--- config.mk ---
export PLATFORM = sky130hd
export DESIGN_NAME = simple_byte_machine_executor
export DESIGN_NICKNAME = d
export VERILOG_FILES = /design/src/hw/rtl/sbm_pkg.sv /design/src/hw/rtl/sbm_alu.sv /design/src/hw/rtl/simple_byte_machine_executor.sv
export SDC_FILE = /design/constraint.sdc
export NUM_CORES = 2
export LEC_CHECK = 0
export BUFFER_PORTS_ARGS = -buffer_cell sky130_fd_sc_hd__buf_2
export CORE_MARGIN = 2
export CORE_UTILIZATION = 48
export DETAILED_ROUTE_END_ITERATION = 8
export PLACE_DENSITY = 0.64
export SYNTH_ARGS = -nofsm -noshare
export SYNTH_HDL_FRONTEND = slang
export SYNTH_SLANG_ARGS = --single-unit
--- constraint.sdc ---
create_clock -name clk -period 16.25 [get_ports clk]
set_input_delay 3.25 -clock clk [delete_from_list [all_inputs] [get_ports clk]]
set_output_delay 3.25 -clock clk [all_outputs]
set_load 0.01 [all_outputs]
--- src/hw/rtl/sbm_pkg.sv ---
// sbm_pkg: shared types and constants for the simple byte machine executor
// holds command codes, opcodes and the request/response structs of the shared alu
// no dependencies
package sbm_pkg;

  // field widths
  localparam int unsigned AddrW   = 8;
  localparam int unsigned ByteW   = 8;
  localparam int unsigned RegIdxW = 4;
  localparam int unsigned InstrW  = 16;
  localparam int unsigned CmdW    = 2;
  localparam int unsigned OpW     = 4;

  // command codes
  typedef logic [CmdW-1:0] cmd_t;
  localparam cmd_t CMD_WRITE   = 2'd0;
  localparam cmd_t CMD_EXEC    = 2'd1;
  localparam cmd_t CMD_RESTART = 2'd2;

  // instruction opcodes (top nibble of the instruction word)
  typedef logic [OpW-1:0] opcode_t;
  localparam opcode_t OP_LOAD  = 4'h1;
  localparam opcode_t OP_LOADI = 4'h2;
  localparam opcode_t OP_STORE = 4'h3;
  localparam opcode_t OP_MOVE  = 4'h4;
  localparam opcode_t OP_ADD   = 4'h5;
  localparam opcode_t OP_JUMP  = 4'hB;
  localparam opcode_t OP_HALT  = 4'hC;

  // shared alu interface
  typedef struct packed {
    logic [ByteW-1:0] a;
    logic [ByteW-1:0] b;
  } alu_req_t;

  typedef struct packed {
    logic [ByteW-1:0] sum;
    logic             eq;
  } alu_rsp_t;

endpackage

--- src/hw/rtl/sbm_alu.sv ---
// sbm_alu: shared byte arithmetic unit of the executor
// gives the wrapping byte sum and the equality compare of two operands
// depends on sbm_pkg
module sbm_alu (
  input  sbm_pkg::alu_req_t req,
  output sbm_pkg::alu_rsp_t rsp
);
  import sbm_pkg::*;

  // modulo 256 add and compare, used by add and jump instructions
  assign rsp.sum = req.a + req.b;
  assign rsp.eq  = (req.a == req.b);

endmodule

--- src/hw/rtl/simple_byte_machine_executor.sv ---
// simple_byte_machine_executor: top level of the byte machine executor
// holds the sequencer, the single-port byte memory and the register file
// depends on sbm_pkg and sbm_alu
//
// Each input transaction is one command: write a memory byte, execute one
// instruction at the program counter, or restart at the start address. Every
// transaction returns exactly one result with pc, the last instruction word,
// the halt flag, memory[address] and register[reg_index] as they stand after
// the command. The block takes one transaction at a time: a write passes the
// write and report states; a restart, an unused command 3 or an execute while
// halted goes straight to the report; a running execute fetches, decodes and
// executes first. The sequence is set by the single-port 256-byte memory (two
// fetch reads, a data access and a report read each need their own access) and
// by the one read port of the register file, which reads the two operands of
// add and jump in turn into a shared alu. A stalled result waits for a free
// result register. After reset the block clears memory and registers to zero
// with in_stall high; configuration writes are taken at all times.
module simple_byte_machine_executor (
  input  logic        clk,
  input  logic        rst_n,
  // input channel
  input  logic        in_valid,
  output logic        in_stall,
  input  logic [1:0]  in_command,
  input  logic [7:0]  in_address,
  input  logic [7:0]  in_data,
  input  logic [3:0]  in_reg_index,
  // result channel
  output logic        out_valid,
  input  logic        out_stall,
  output logic [7:0]  out_pc,
  output logic [15:0] out_instruction,
  output logic        out_halted,
  output logic [7:0]  out_mem_value,
  output logic [7:0]  out_reg_value,
  // configuration channel
  input  logic        cfg_valid,
  output logic        cfg_ready,
  input  logic [7:0]  cfg_data
);
  import sbm_pkg::*;

  typedef enum logic [3:0] {
    ST_CLEAR,
    ST_IDLE,
    ST_WR,
    ST_F1,
    ST_F2,
    ST_DEC,
    ST_EXA,
    ST_EXB,
    ST_EXC,
    ST_RPT,
    ST_FIN
  } state_t;

  state_t state_r, state_nxt;

  // latched transaction
  logic [AddrW-1:0]   addr_r, addr_nxt;
  logic [ByteW-1:0]   data_r, data_nxt;
  logic [RegIdxW-1:0] ridx_r, ridx_nxt;

  // architectural state
  logic [AddrW-1:0]   pc_r, pc_nxt;
  logic [InstrW-1:0]  ir_r, ir_nxt;
  logic               halt_r, halt_nxt;
  logic [AddrW-1:0]   start_r, start_nxt;

  // working registers
  logic [ByteW-1:0]   hi_r, hi_nxt;
  logic [ByteW-1:0]   a_r, a_nxt;
  logic [AddrW-1:0]   clr_cnt_r, clr_cnt_nxt;

  // result register
  logic               out_valid_r, out_valid_nxt;
  logic [AddrW-1:0]   out_pc_r, out_pc_nxt;
  logic [InstrW-1:0]  out_ir_r, out_ir_nxt;
  logic               out_halt_r, out_halt_nxt;
  logic [ByteW-1:0]   out_mem_r, out_mem_nxt;
  logic [ByteW-1:0]   out_reg_r, out_reg_nxt;

  // memory and register file ports
  logic               mem_we;
  logic [AddrW-1:0]   mem_addr;
  logic [ByteW-1:0]   mem_wd;
  logic [ByteW-1:0]   mem_q;
  logic               rf_we;
  logic [RegIdxW-1:0] rf_waddr;
  logic [ByteW-1:0]   rf_wd;
  logic [RegIdxW-1:0] rf_raddr;
  logic [ByteW-1:0]   rf_q;

  logic [ByteW-1:0]   mem [2**AddrW];
  logic [ByteW-1:0]   rf  [2**RegIdxW];

  alu_req_t alu_req;
  alu_rsp_t alu_rsp;

  // instruction fields
  opcode_t            op;
  logic [RegIdxW-1:0] fld_r, fld_s, fld_t;
  logic [ByteW-1:0]   fld_lo;
  logic               in_acc;

  assign op     = ir_r[15:12];
  assign fld_r  = ir_r[11:8];
  assign fld_s  = ir_r[7:4];
  assign fld_t  = ir_r[3:0];
  assign fld_lo = ir_r[7:0];

  assign in_stall  = (state_r != ST_IDLE);
  assign in_acc    = in_valid && !in_stall;
  assign cfg_ready = 1'b1;

  assign out_valid       = out_valid_r;
  assign out_pc          = out_pc_r;
  assign out_instruction = out_ir_r;
  assign out_halted      = out_halt_r;
  assign out_mem_value   = out_mem_r;
  assign out_reg_value   = out_reg_r;

  // shared add / compare unit
  assign alu_req.a = a_r;
  assign alu_req.b = rf_q;

  sbm_alu u_alu (
    .req (alu_req),
    .rsp (alu_rsp)
  );

  // sequencer
  always_comb begin
    state_nxt     = state_r;
    addr_nxt      = addr_r;
    data_nxt      = data_r;
    ridx_nxt      = ridx_r;
    pc_nxt        = pc_r;
    ir_nxt        = ir_r;
    halt_nxt      = halt_r;
    start_nxt     = start_r;
    hi_nxt        = hi_r;
    a_nxt         = a_r;
    clr_cnt_nxt   = clr_cnt_r;
    out_valid_nxt = out_valid_r && out_stall;
    out_pc_nxt    = out_pc_r;
    out_ir_nxt    = out_ir_r;
    out_halt_nxt  = out_halt_r;
    out_mem_nxt   = out_mem_r;
    out_reg_nxt   = out_reg_r;

    // default ports keep the report reads pointed at the item's address
    mem_we   = 1'b0;
    mem_addr = addr_r;
    mem_wd   = data_r;
    rf_we    = 1'b0;
    rf_waddr = fld_r;
    rf_wd    = a_r;
    rf_raddr = ridx_r;

    // configuration write
    if (cfg_valid && cfg_ready) begin
      start_nxt = cfg_data;
    end

    case (state_r)
      // zero memory and registers after reset
      ST_CLEAR: begin
        mem_we      = 1'b1;
        mem_addr    = clr_cnt_r;
        mem_wd      = '0;
        rf_we       = 1'b1;
        rf_waddr    = clr_cnt_r[RegIdxW-1:0];
        rf_wd       = '0;
        clr_cnt_nxt = clr_cnt_r + 8'd1;
        if (clr_cnt_r == 8'hFF) begin
          state_nxt = ST_IDLE;
        end
      end

      // take a new transaction
      ST_IDLE: begin
        if (in_acc) begin
          addr_nxt = in_address;
          data_nxt = in_data;
          ridx_nxt = in_reg_index;
          case (in_command)
            CMD_WRITE: begin
              state_nxt = ST_WR;
            end
            CMD_EXEC: begin
              state_nxt = halt_r ? ST_RPT : ST_F1;
            end
            CMD_RESTART: begin
              pc_nxt    = start_r;
              halt_nxt  = 1'b0;
              state_nxt = ST_RPT;
            end
            default: begin
              state_nxt = ST_RPT;
            end
          endcase
        end
      end

      ST_WR: begin
        mem_we    = 1'b1;
        state_nxt = ST_RPT;
      end

      // fetch high byte
      ST_F1: begin
        mem_addr  = pc_r;
        state_nxt = ST_F2;
      end

      // fetch low byte, wraps past address 255
      ST_F2: begin
        mem_addr  = pc_r + 8'd1;
        hi_nxt    = mem_q;
        state_nxt = ST_DEC;
      end

      ST_DEC: begin
        ir_nxt    = {hi_r, mem_q};
        state_nxt = ST_EXA;
      end

      // first operand read: register, or memory for a load
      ST_EXA: begin
        mem_addr = fld_lo;
        case (op)
          OP_MOVE, OP_ADD: rf_raddr = fld_s;
          default:         rf_raddr = fld_r;
        endcase
        state_nxt = ST_EXB;
      end

      // latch first operand, read second
      ST_EXB: begin
        a_nxt     = (op == OP_LOAD) ? mem_q : rf_q;
        rf_raddr  = (op == OP_ADD) ? fld_t : '0;
        state_nxt = ST_EXC;
      end

      // execute and write back
      ST_EXC: begin
        pc_nxt    = pc_r + 8'd2;
        state_nxt = ST_RPT;
        case (op)
          OP_LOAD: begin
            rf_we = 1'b1;
          end
          OP_LOADI: begin
            rf_we = 1'b1;
            rf_wd = fld_lo;
          end
          OP_STORE: begin
            mem_we   = 1'b1;
            mem_addr = fld_lo;
            mem_wd   = a_r;
          end
          OP_MOVE: begin
            rf_we    = (fld_r == '0);
            rf_waddr = fld_t;
          end
          OP_ADD: begin
            rf_we = 1'b1;
            rf_wd = alu_rsp.sum;
          end
          OP_JUMP: begin
            if (alu_rsp.eq) begin
              pc_nxt = fld_lo;
            end
          end
          OP_HALT: begin
            pc_nxt   = pc_r;
            halt_nxt = 1'b1;
          end
          default: begin
          end
        endcase
      end

      // read back memory and register for the report
      ST_RPT: begin
        state_nxt = ST_FIN;
      end

      // load the result register once it is free
      ST_FIN: begin
        if (!out_valid_r || !out_stall) begin
          out_valid_nxt = 1'b1;
          out_pc_nxt    = pc_r;
          out_ir_nxt    = ir_r;
          out_halt_nxt  = halt_r;
          out_mem_nxt   = mem_q;
          out_reg_nxt   = rf_q;
          state_nxt     = ST_IDLE;
        end
      end

      default: begin
        state_nxt = ST_IDLE;
      end
    endcase
  end

  // state and registered outputs
  always_ff @(posedge clk) begin
    if (!rst_n) begin
      state_r     <= ST_CLEAR;
      clr_cnt_r   <= '0;
      pc_r        <= '0;
      ir_r        <= '0;
      halt_r      <= 1'b0;
      start_r     <= '0;
      out_valid_r <= 1'b0;
    end else begin
      state_r     <= state_nxt;
      clr_cnt_r   <= clr_cnt_nxt;
      pc_r        <= pc_nxt;
      ir_r        <= ir_nxt;
      halt_r      <= halt_nxt;
      start_r     <= start_nxt;
      out_valid_r <= out_valid_nxt;
    end
    addr_r     <= addr_nxt;
    data_r     <= data_nxt;
    ridx_r     <= ridx_nxt;
    hi_r       <= hi_nxt;
    a_r        <= a_nxt;
    out_pc_r   <= out_pc_nxt;
    out_ir_r   <= out_ir_nxt;
    out_halt_r <= out_halt_nxt;
    out_mem_r  <= out_mem_nxt;
    out_reg_r  <= out_reg_nxt;
  end

  // single-port byte memory, registered read
  always_ff @(posedge clk) begin
    if (mem_we) begin
      mem[mem_addr] <= mem_wd;
    end
    mem_q <= mem[mem_addr];
  end

  // register file, one write and one registered read port
  always_ff @(posedge clk) begin
    if (rf_we) begin
      rf[rf_waddr] <= rf_wd;
    end
    rf_q <= rf[rf_raddr];
  end

endmodule
# After elaboration in Yosys (flattened, before gate mapping)
# Memory sizes are Yosys's and may differ from the RTL's. A register that Yosys moved wholly into a read port is not among the register bits.
# Cells that the tools add are included.
# op_classes
reduce_logical,19
n_eq_ne,28
add_sub_neg,4
mux,37
# ops
cell,n
one-hot mux 8 bit (2 select lines),5
2-to-1 mux 8 bit,6
one-hot mux 4 bit (10 select lines),1
one-hot mux 8 bit (5 select lines),1
2-to-1 mux 4 bit,7
"equality test 4 x 3 -> 1 bit, second input constant",6
one-hot mux 4 bit (2 select lines),3
"equality test 4 bit, second input constant",5
"adder 8 x 1 -> 8 bit, second input constant",2
"equality test 4 x 2 -> 1 bit, second input constant",4
2-to-1 mux 1 bit,10
"adder 8 x 2 -> 8 bit, second input constant",1
adder 8 bit,1
"equality test 4 x 1 -> 1 bit, second input constant",2
equality test 8 bit,1
"equality test 8 bit, second input constant",1
logical NOT 4 bit,2
"inequality test 2 bit, second input constant",4
one-hot mux 1 bit (2 select lines),4
AND reduction 4 bit,2
OR reduction 2 bit,3
"inequality test 2 x 1 -> 1 bit, second input constant",2
"inequality test 4 x 1 -> 1 bit, second input constant",1
AND reduction 2 bit,2
9 further kinds,12
# totals
wordCells,107
input_bits,35
mem_bits_rw,2176
memories,2
out_inout_bits,44
regBits,123
# mem_list
memory,depth,width,read_ports,rd_clocked_by_memory_dff,write_ports,line,text
mem,256,8,1,1,1,simple_byte_machine_executor.sv:94,logic [ByteW-1:0] mem [2**AddrW];
rf,16,8,1,1,1,simple_byte_machine_executor.sv:95,logic [ByteW-1:0] rf [2**RegIdxW];

# Depth between registers and ports, before layout
# depth
word_depth,6
mapped_depth,16
depth_no_buf,13

# Hierarchy
# A second synthesis with hierarchy kept.
# unflattened
hier_cells,5641
hier_area_um2,89403.2
# by_module_without_submodules
mod,area_each_um2,cells_each,n_inst
simple_byte_machine_executor,89052.9,5595,1
sbm_alu,350.3,46,1

# Worst setup path after synthesis
# Ideal clock, no wire load.
# synth_timing
kind,input port to flip-flop
start,input port out_stall
end,"register out_halt_r (netlist: out_halted), enable pin"
path_buffers,0
cell_stages,1
slack_ns,10.572
t_arrival_ns,5.225
setup_ns,0.453
cell_sequence,a21oi_1
# synth_via
elab_chain_cells,3
# synth_rtl
item,line,text
start: declaration,simple_byte_machine_executor.sv:30,"input logic out_stall,"
logical NOT 1 bit,simple_byte_machine_executor.sv:292,if (!out_valid_r || !out_stall) begin
logical OR 1 bit,simple_byte_machine_executor.sv:292,
AND reduction 2 bit (no source line),n/a,
end signal: assignment,simple_byte_machine_executor.sv:335,out_halt_r <= out_halt_nxt;
end: declaration,simple_byte_machine_executor.sv:79,"logic out_halt_r, out_halt_nxt;"
# No other way between the ends.
# A chain may end at the register's enable or synchronous reset.

# Worst setup path after layout
# layout_timing
start,register state_r[3]
end,"register mem_q[4], read port of mem"
# layout_via
elab_chain_cells,2
elab_cells_between_ends,6
# layout_rtl
item,line,text
start: declaration,simple_byte_machine_executor.sv:57,"state_t state_r, state_nxt;"
start signal: assignment,simple_byte_machine_executor.sv:320,state_r <= state_nxt;
"equality test 4 bit, or another cell as far along",simple_byte_machine_executor.sv:166,case (state_r)
one-hot mux 8 bit (5 select lines) *,simple_byte_machine_executor.sv:166,
end: declaration,simple_byte_machine_executor.sv:87,logic [ByteW-1:0] mem_q;
# Mark *: on every way between the ends. The rest lies on a longest branch, timed or not.

==> flow_summary.html <==
<table>
<tr><th>Metric</th><th>Value</th></tr>
<tr><th colspan="2">Global route</th></tr>
<tr><td>Initial antenna violation count</td><td>9</td></tr>
<tr><td>Pin count of the biggest net entering global routing</td><td>213</td></tr>
<tr><td>Via count of the first global-routing pass</td><td>52700</td></tr>
<tr><td>Global-route total usage across every layer</td><td>0.247</td></tr>
<tr><td>Congestion Overflow GR</td><td>0</td></tr>
<tr><td>Wire length of the first global-routing pass</td><td>361 mm</td></tr>
<tr><th colspan="2">Outcome</th></tr>
<tr><td>Result of the run</td><td>complete, but fails checks</td></tr>
<tr><td>Violated checks</td><td>max-capacitance violations</td></tr>
<tr><th colspan="2">Worst hold path</th></tr>
<tr><td>Kind of path behind the tightest hold check</td><td>reg -&gt; reg</td></tr>
<tr><th colspan="2">CTS</th></tr>
<tr><td>Total number of H-tree levels</td><td>4</td></tr>
<tr><td>Hold buffer count at CTS</td><td>0</td></tr>
<tr><td>Number of buffers on the longest clock path</td><td>3</td></tr>
<tr><td>CTS tree</td><td>yes</td></tr>
<tr><td>CTS Buf Count</td><td>224</td></tr>
<tr><td>Root buffer cell</td><td>sky130_fd_sc_hd__clkbuf_16</td></tr>
<tr><td>Setup bufs post-CTS</td><td>0</td></tr>
<tr><td>Reg clk slew, reported paths</td><td>0.07 ns</td></tr>
<tr><td>Skew-Pair Late Insertion Delay</td><td>0.89 ns</td></tr>
<tr><td>Clock sinks</td><td>2315</td></tr>
<tr><td>Number of gates resized after CTS</td><td>0</td></tr>
<tr><th colspan="2">Synth</th></tr>
<tr><td>Number of flops mapped to enable cells by yosys</td><td>2253</td></tr>
<tr><td>Register bit count reported by yosys</td><td>2315</td></tr>
<tr><td>Yosys warning total</td><td>0</td></tr>
<tr><td>Post-synthesis cell count</td><td>6475</td></tr>
<tr><td>Number of library cell types mapped by synthesis</td><td>78</td></tr>
<tr><td>Synth Flop Type</td><td>sky130_fd_sc_hd__edfxtp_1</td></tr>
<tr><td>Sequential-to-total area share from yosys stat</td><td>0.748</td></tr>
<tr><td>Average size of a mapped cell</td><td>14.2 µm²</td></tr>
<tr><td>Share of flip-flops with an asynchronous set or reset</td><td>0</td></tr>
<tr><td>Nets in the synthesized netlist</td><td>6521</td></tr>
<tr><td>Summed instance area of the synthesized netlist</td><td>0.0921 mm²</td></tr>
<tr><th colspan="2">Timing</th></tr>
<tr><td>Setup repair after global routing missed its margin</td><td>false</td></tr>
<tr><td>Relative slew slack</td><td>0.00528</td></tr>
<tr><td>Setup-violating endpoint count in the final report</td><td>0</td></tr>
<tr><td>Final count of hold timing violations</td><td>0</td></tr>
<tr><td>Transition time at the pin with the least slew margin</td><td>1.48 ns</td></tr>
<tr><td>Worst clock skew on the final layout</td><td>0.0400 ns</td></tr>
<tr><td>Max-slew violation count</td><td>0</td></tr>
<tr><td>Final-layout setup total negative slack</td><td>0 ns</td></tr>
<tr><td>F_max</td><td>130 MHz</td></tr>
<tr><td>Post-route minimum period</td><td>7.66 ns</td></tr>
<tr><td>Final worst path period share</td><td>0.472</td></tr>
<tr><th colspan="2">Setup path</th></tr>
<tr><td>CP arrival</td><td>8.35 ns</td></tr>
<tr><td>Crit start category</td><td>flip-flop</td></tr>
<tr><td>Maximum fanout count along the critical path</td><td>65</td></tr>
<tr><td>Capturing element type of the critical path</td><td>flip-flop</td></tr>
<tr><td>Start-to-end type of the worst setup path</td><td>reg -&gt; reg</td></tr>
<tr><td>CP required</td><td>16.94 ns</td></tr>
<tr><th colspan="2">Routing</th></tr>
<tr><td>Vias per cell</td><td>6.06</td></tr>
<tr><td>Per-cell routed wire length</td><td>26.8 µm</td></tr>
<tr><td>Residual DRC</td><td>0</td></tr>
<tr><td>Iteration-0 DRC count of the detailed router</td><td>7126</td></tr>
<tr><td>Via Count</td><td>55500</td></tr>
<tr><td>Count of nets left with antenna violations after detail routing</td><td>0</td></tr>
<tr><td>1st-pass router iterations</td><td>7</td></tr>
<tr><td>Total wirelength of the detailed-routed design</td><td>245 mm</td></tr>
<tr><th colspan="2">Pwr</th></tr>
<tr><td>Share of total power in combinational logic</td><td>0.390</td></tr>
<tr><td>Leakage component of the power</td><td>33.7 nW</td></tr>
<tr><td>Switching pwr</td><td>8.47 mW</td></tr>
<tr><td>Power density relative to cell area</td><td>209 mW/mm²</td></tr>
<tr><td>Part of the power in the clock network</td><td>0.243</td></tr>
<tr><td>Net Sw Frac</td><td>0.397</td></tr>
<tr><td>Int Pwr</td><td>12.9 mW</td></tr>
<tr><td>Peak supply drop</td><td>273 µV</td></tr>
<tr><td>Reg power frac</td><td>0.367</td></tr>
<tr><th colspan="2">Die</th></tr>
<tr><td>Die X</td><td>442 µm</td></tr>
<tr><td>Vertical die dimension</td><td>442 µm</td></tr>
<tr><td>Num rows</td><td>160</td></tr>
<tr><td>Placeable Area</td><td>0.190 mm²</td></tr>
<tr><td>Initial standard-cell utilization of the core</td><td>0.484</td></tr>
<tr><td>Boundary Pins</td><td>79</td></tr>
<tr><td>Die area</td><td>0.195 mm²</td></tr>
<tr><th colspan="2">Layout</th></tr>
<tr><td>Footprint of the flip-flops and latches</td><td>0.0689 mm²</td></tr>
<tr><td>Area of combinational cells with multiple inputs</td><td>0.0215 mm²</td></tr>
<tr><td>Fill cell count</td><td>15100</td></tr>
<tr><td>Number of nets in the layout</td><td>6501</td></tr>
<tr><td>Post-Layout Inst Area</td><td>0.102 mm²</td></tr>
<tr><td>Fraction of layout instances using a drive strength above 1</td><td>0.0969</td></tr>
<tr><td>Area Growth Syn to Fin</td><td>11.0%</td></tr>
<tr><th colspan="2">Placement</th></tr>
<tr><td>Cell Area, Placed</td><td>0.0949 mm²</td></tr>
<tr><td>Port buffer count</td><td>77</td></tr>
<tr><td>Half-perimeter wire length after detailed placement</td><td>142 mm</td></tr>
<tr><td>Global placement routability congestion</td><td>0.882</td></tr>
<tr><th colspan="2">Flow run</th></tr>
<tr><td>Maximum Capacitance Violations</td><td>2</td></tr>
</table>
-- worst paths after layout --
path	depth (start not counted)	slack (ns)	start	endpoint
max reg2reg	12	8.59	state_r[3]$_SDFFE_PN0P_	mem_q[4]$_DFF_P_
min reg2reg	2	0.49	hi_r[0]$_DFFE_PP_	ir_r[8]$_SDFFE_PN0P_
min	2	0.49	hi_r[0]$_DFFE_PP_	ir_r[8]$_SDFFE_PN0P_
max	12	8.59	state_r[3]$_SDFFE_PN0P_	mem_q[4]$_DFF_P_
-- final cells by class --
class | instances | share of cell area
antenna | 3 | 0.0000734
clock buffer | 290 | 0.0586
clock inverter | 124 | 0.0132
inverter | 13 | 0.000477
multi-input combinational | 3721 | 0.210
sequential | 2315 | 0.674
tap | 2511 | 0.0307
timing repair buffer | 180 | 0.0128
-- power by group through the flow --
| stage | Combinational [mW] | Clock (mW) | Sequential, mW |
|---|---|---|---|
| finish | 8.32 | 5.19 | 7.82 |
| global route | 8.87 | 5.47 | 7.83 |
| floorplan | 5.29 | 0 | 8.03 |
| detailed placement | 8.24 | 0 | 7.94 |
| CTS | 8.27 | 5.24 | 7.81 |
| global placement | 8.11 | 0 | 7.93 |
-- registers in the layout, summed over array words and instances (netlist names) --
signal / flops
mem: 2048
rf: 128
ir_r: 16
out_instruction: 16
a_r: 8
addr_r: 8
clr_cnt_r: 8
data_r: 8
hi_r: 8
mem_q: 8
out_mem_value: 8
out_pc: 8
out_reg_value: 8
pc_r: 8
rf_q: 8
start_r: 8
ridx_r: 4
state_r: 4
halt_r: 1
out_halted: 1
out_valid: 1
-- stage by stage --
stage	utilization	setup slack [ns]	total power [mW]	hold WS [ns]	cells
after floorplan	-	10.57	13.3	0.403	6475
after global placement	0.498	8.40	16.0	0.466	8732
after detailed placement	0.498	8.76	16.2	0.479	8740
after CTS	0.537	8.68	21.3	0.491	9154
after global routing	0.537	8.39	22.2	0.511	9155
final	0.537	8.59	21.3	0.488	9157
-- worst max-delay path, cell delays in order (launching register included) --
cell                       delay (ns)
sky130_fd_sc_hd__dfxtp_1         0.86
sky130_fd_sc_hd__or4b_1          1.01
sky130_fd_sc_hd__o21ai_4         0.52
sky130_fd_sc_hd__a221oi_2        0.18
sky130_fd_sc_hd__a21oi_4         0.15
sky130_fd_sc_hd__buf_4           0.60
sky130_fd_sc_hd__buf_4           0.87
sky130_fd_sc_hd__buf_4           0.76
sky130_fd_sc_hd__nand3_1         0.18
sky130_fd_sc_hd__a32oi_1         0.44
sky130_fd_sc_hd__a31oi_1         0.30
sky130_fd_sc_hd__nor4_1          1.26
sky130_fd_sc_hd__nand4b_1        0.17
-- layer usage --
layer  vias up  global-route usage  wire length (µm)
met5         -                   0                52
met4        10              0.0892              8810
met3       442              0.0423             22000
met2      2638               0.383            115000
met1     28000               0.352             99800
li1      24400                   -                 -
-- cell families after synthesis --
kind of cell	share of synthesized area
flip-flops	0.748
XOR/XNOR	0.00143
other	0.0000407
AO/OA/AOI/OAI	0.0546
adder cells (fa/ha/maj)	0.00158
buffers and inverters	0.0220
AND/OR/NAND/NOR	0.121
multiplexers	0.0516
-- cell usage in the layout, fill, tap and decap left out, drive strengths merged, types with 70 or more instances in the layout --
cell type	n
a21oi	129
a31oi	130
and3	71
buf	180
clkbuf	290
clkinv	89
edfxtp	2253
mux2i	305
mux4	70
nand2	1393
nand3	566
nor2	339
o21ai	89
o22ai	122
-- synth_stat cells (25+ instances only) --
cell type | count | area, µm²
sky130_fd_sc_hd__buf_2 | 160 | 801
sky130_fd_sc_hd__o21ai_0 | 84 | 420
sky130_fd_sc_hd__a221oi_1 | 25 | 219
sky130_fd_sc_hd__a21oi_1 | 129 | 646
sky130_fd_sc_hd__a211oi_1 | 58 | 435
sky130_fd_sc_hd__clkbuf_1 | 187 | 702
sky130_fd_sc_hd__nand4_1 | 28 | 175
sky130_fd_sc_hd__edfxtp_1 | 2253 | 67700
sky130_fd_sc_hd__o22ai_1 | 122 | 763
sky130_fd_sc_hd__buf_4 | 33 | 248
sky130_fd_sc_hd__dfxtp_1 | 62 | 1240
sky130_fd_sc_hd__a31oi_1 | 130 | 813
sky130_fd_sc_hd__a22oi_1 | 28 | 210
sky130_fd_sc_hd__and3_1 | 71 | 444
sky130_fd_sc_hd__nand3_1 | 565 | 2830
sky130_fd_sc_hd__a32oi_1 | 50 | 438
sky130_fd_sc_hd__and2_1 | 42 | 263
sky130_fd_sc_hd__buf_1 | 39 | 146
sky130_fd_sc_hd__a311oi_1 | 28 | 245
sky130_fd_sc_hd__mux4_2 | 70 | 1580
sky130_fd_sc_hd__mux2i_1 | 305 | 3050
sky130_fd_sc_hd__nor2_1 | 337 | 1260
sky130_fd_sc_hd__nand2_1 | 1392 | 5230
sky130_fd_sc_hd__nand4b_1 | 32 | 280
No activity file was read; power rests on OpenSTA's default activity.
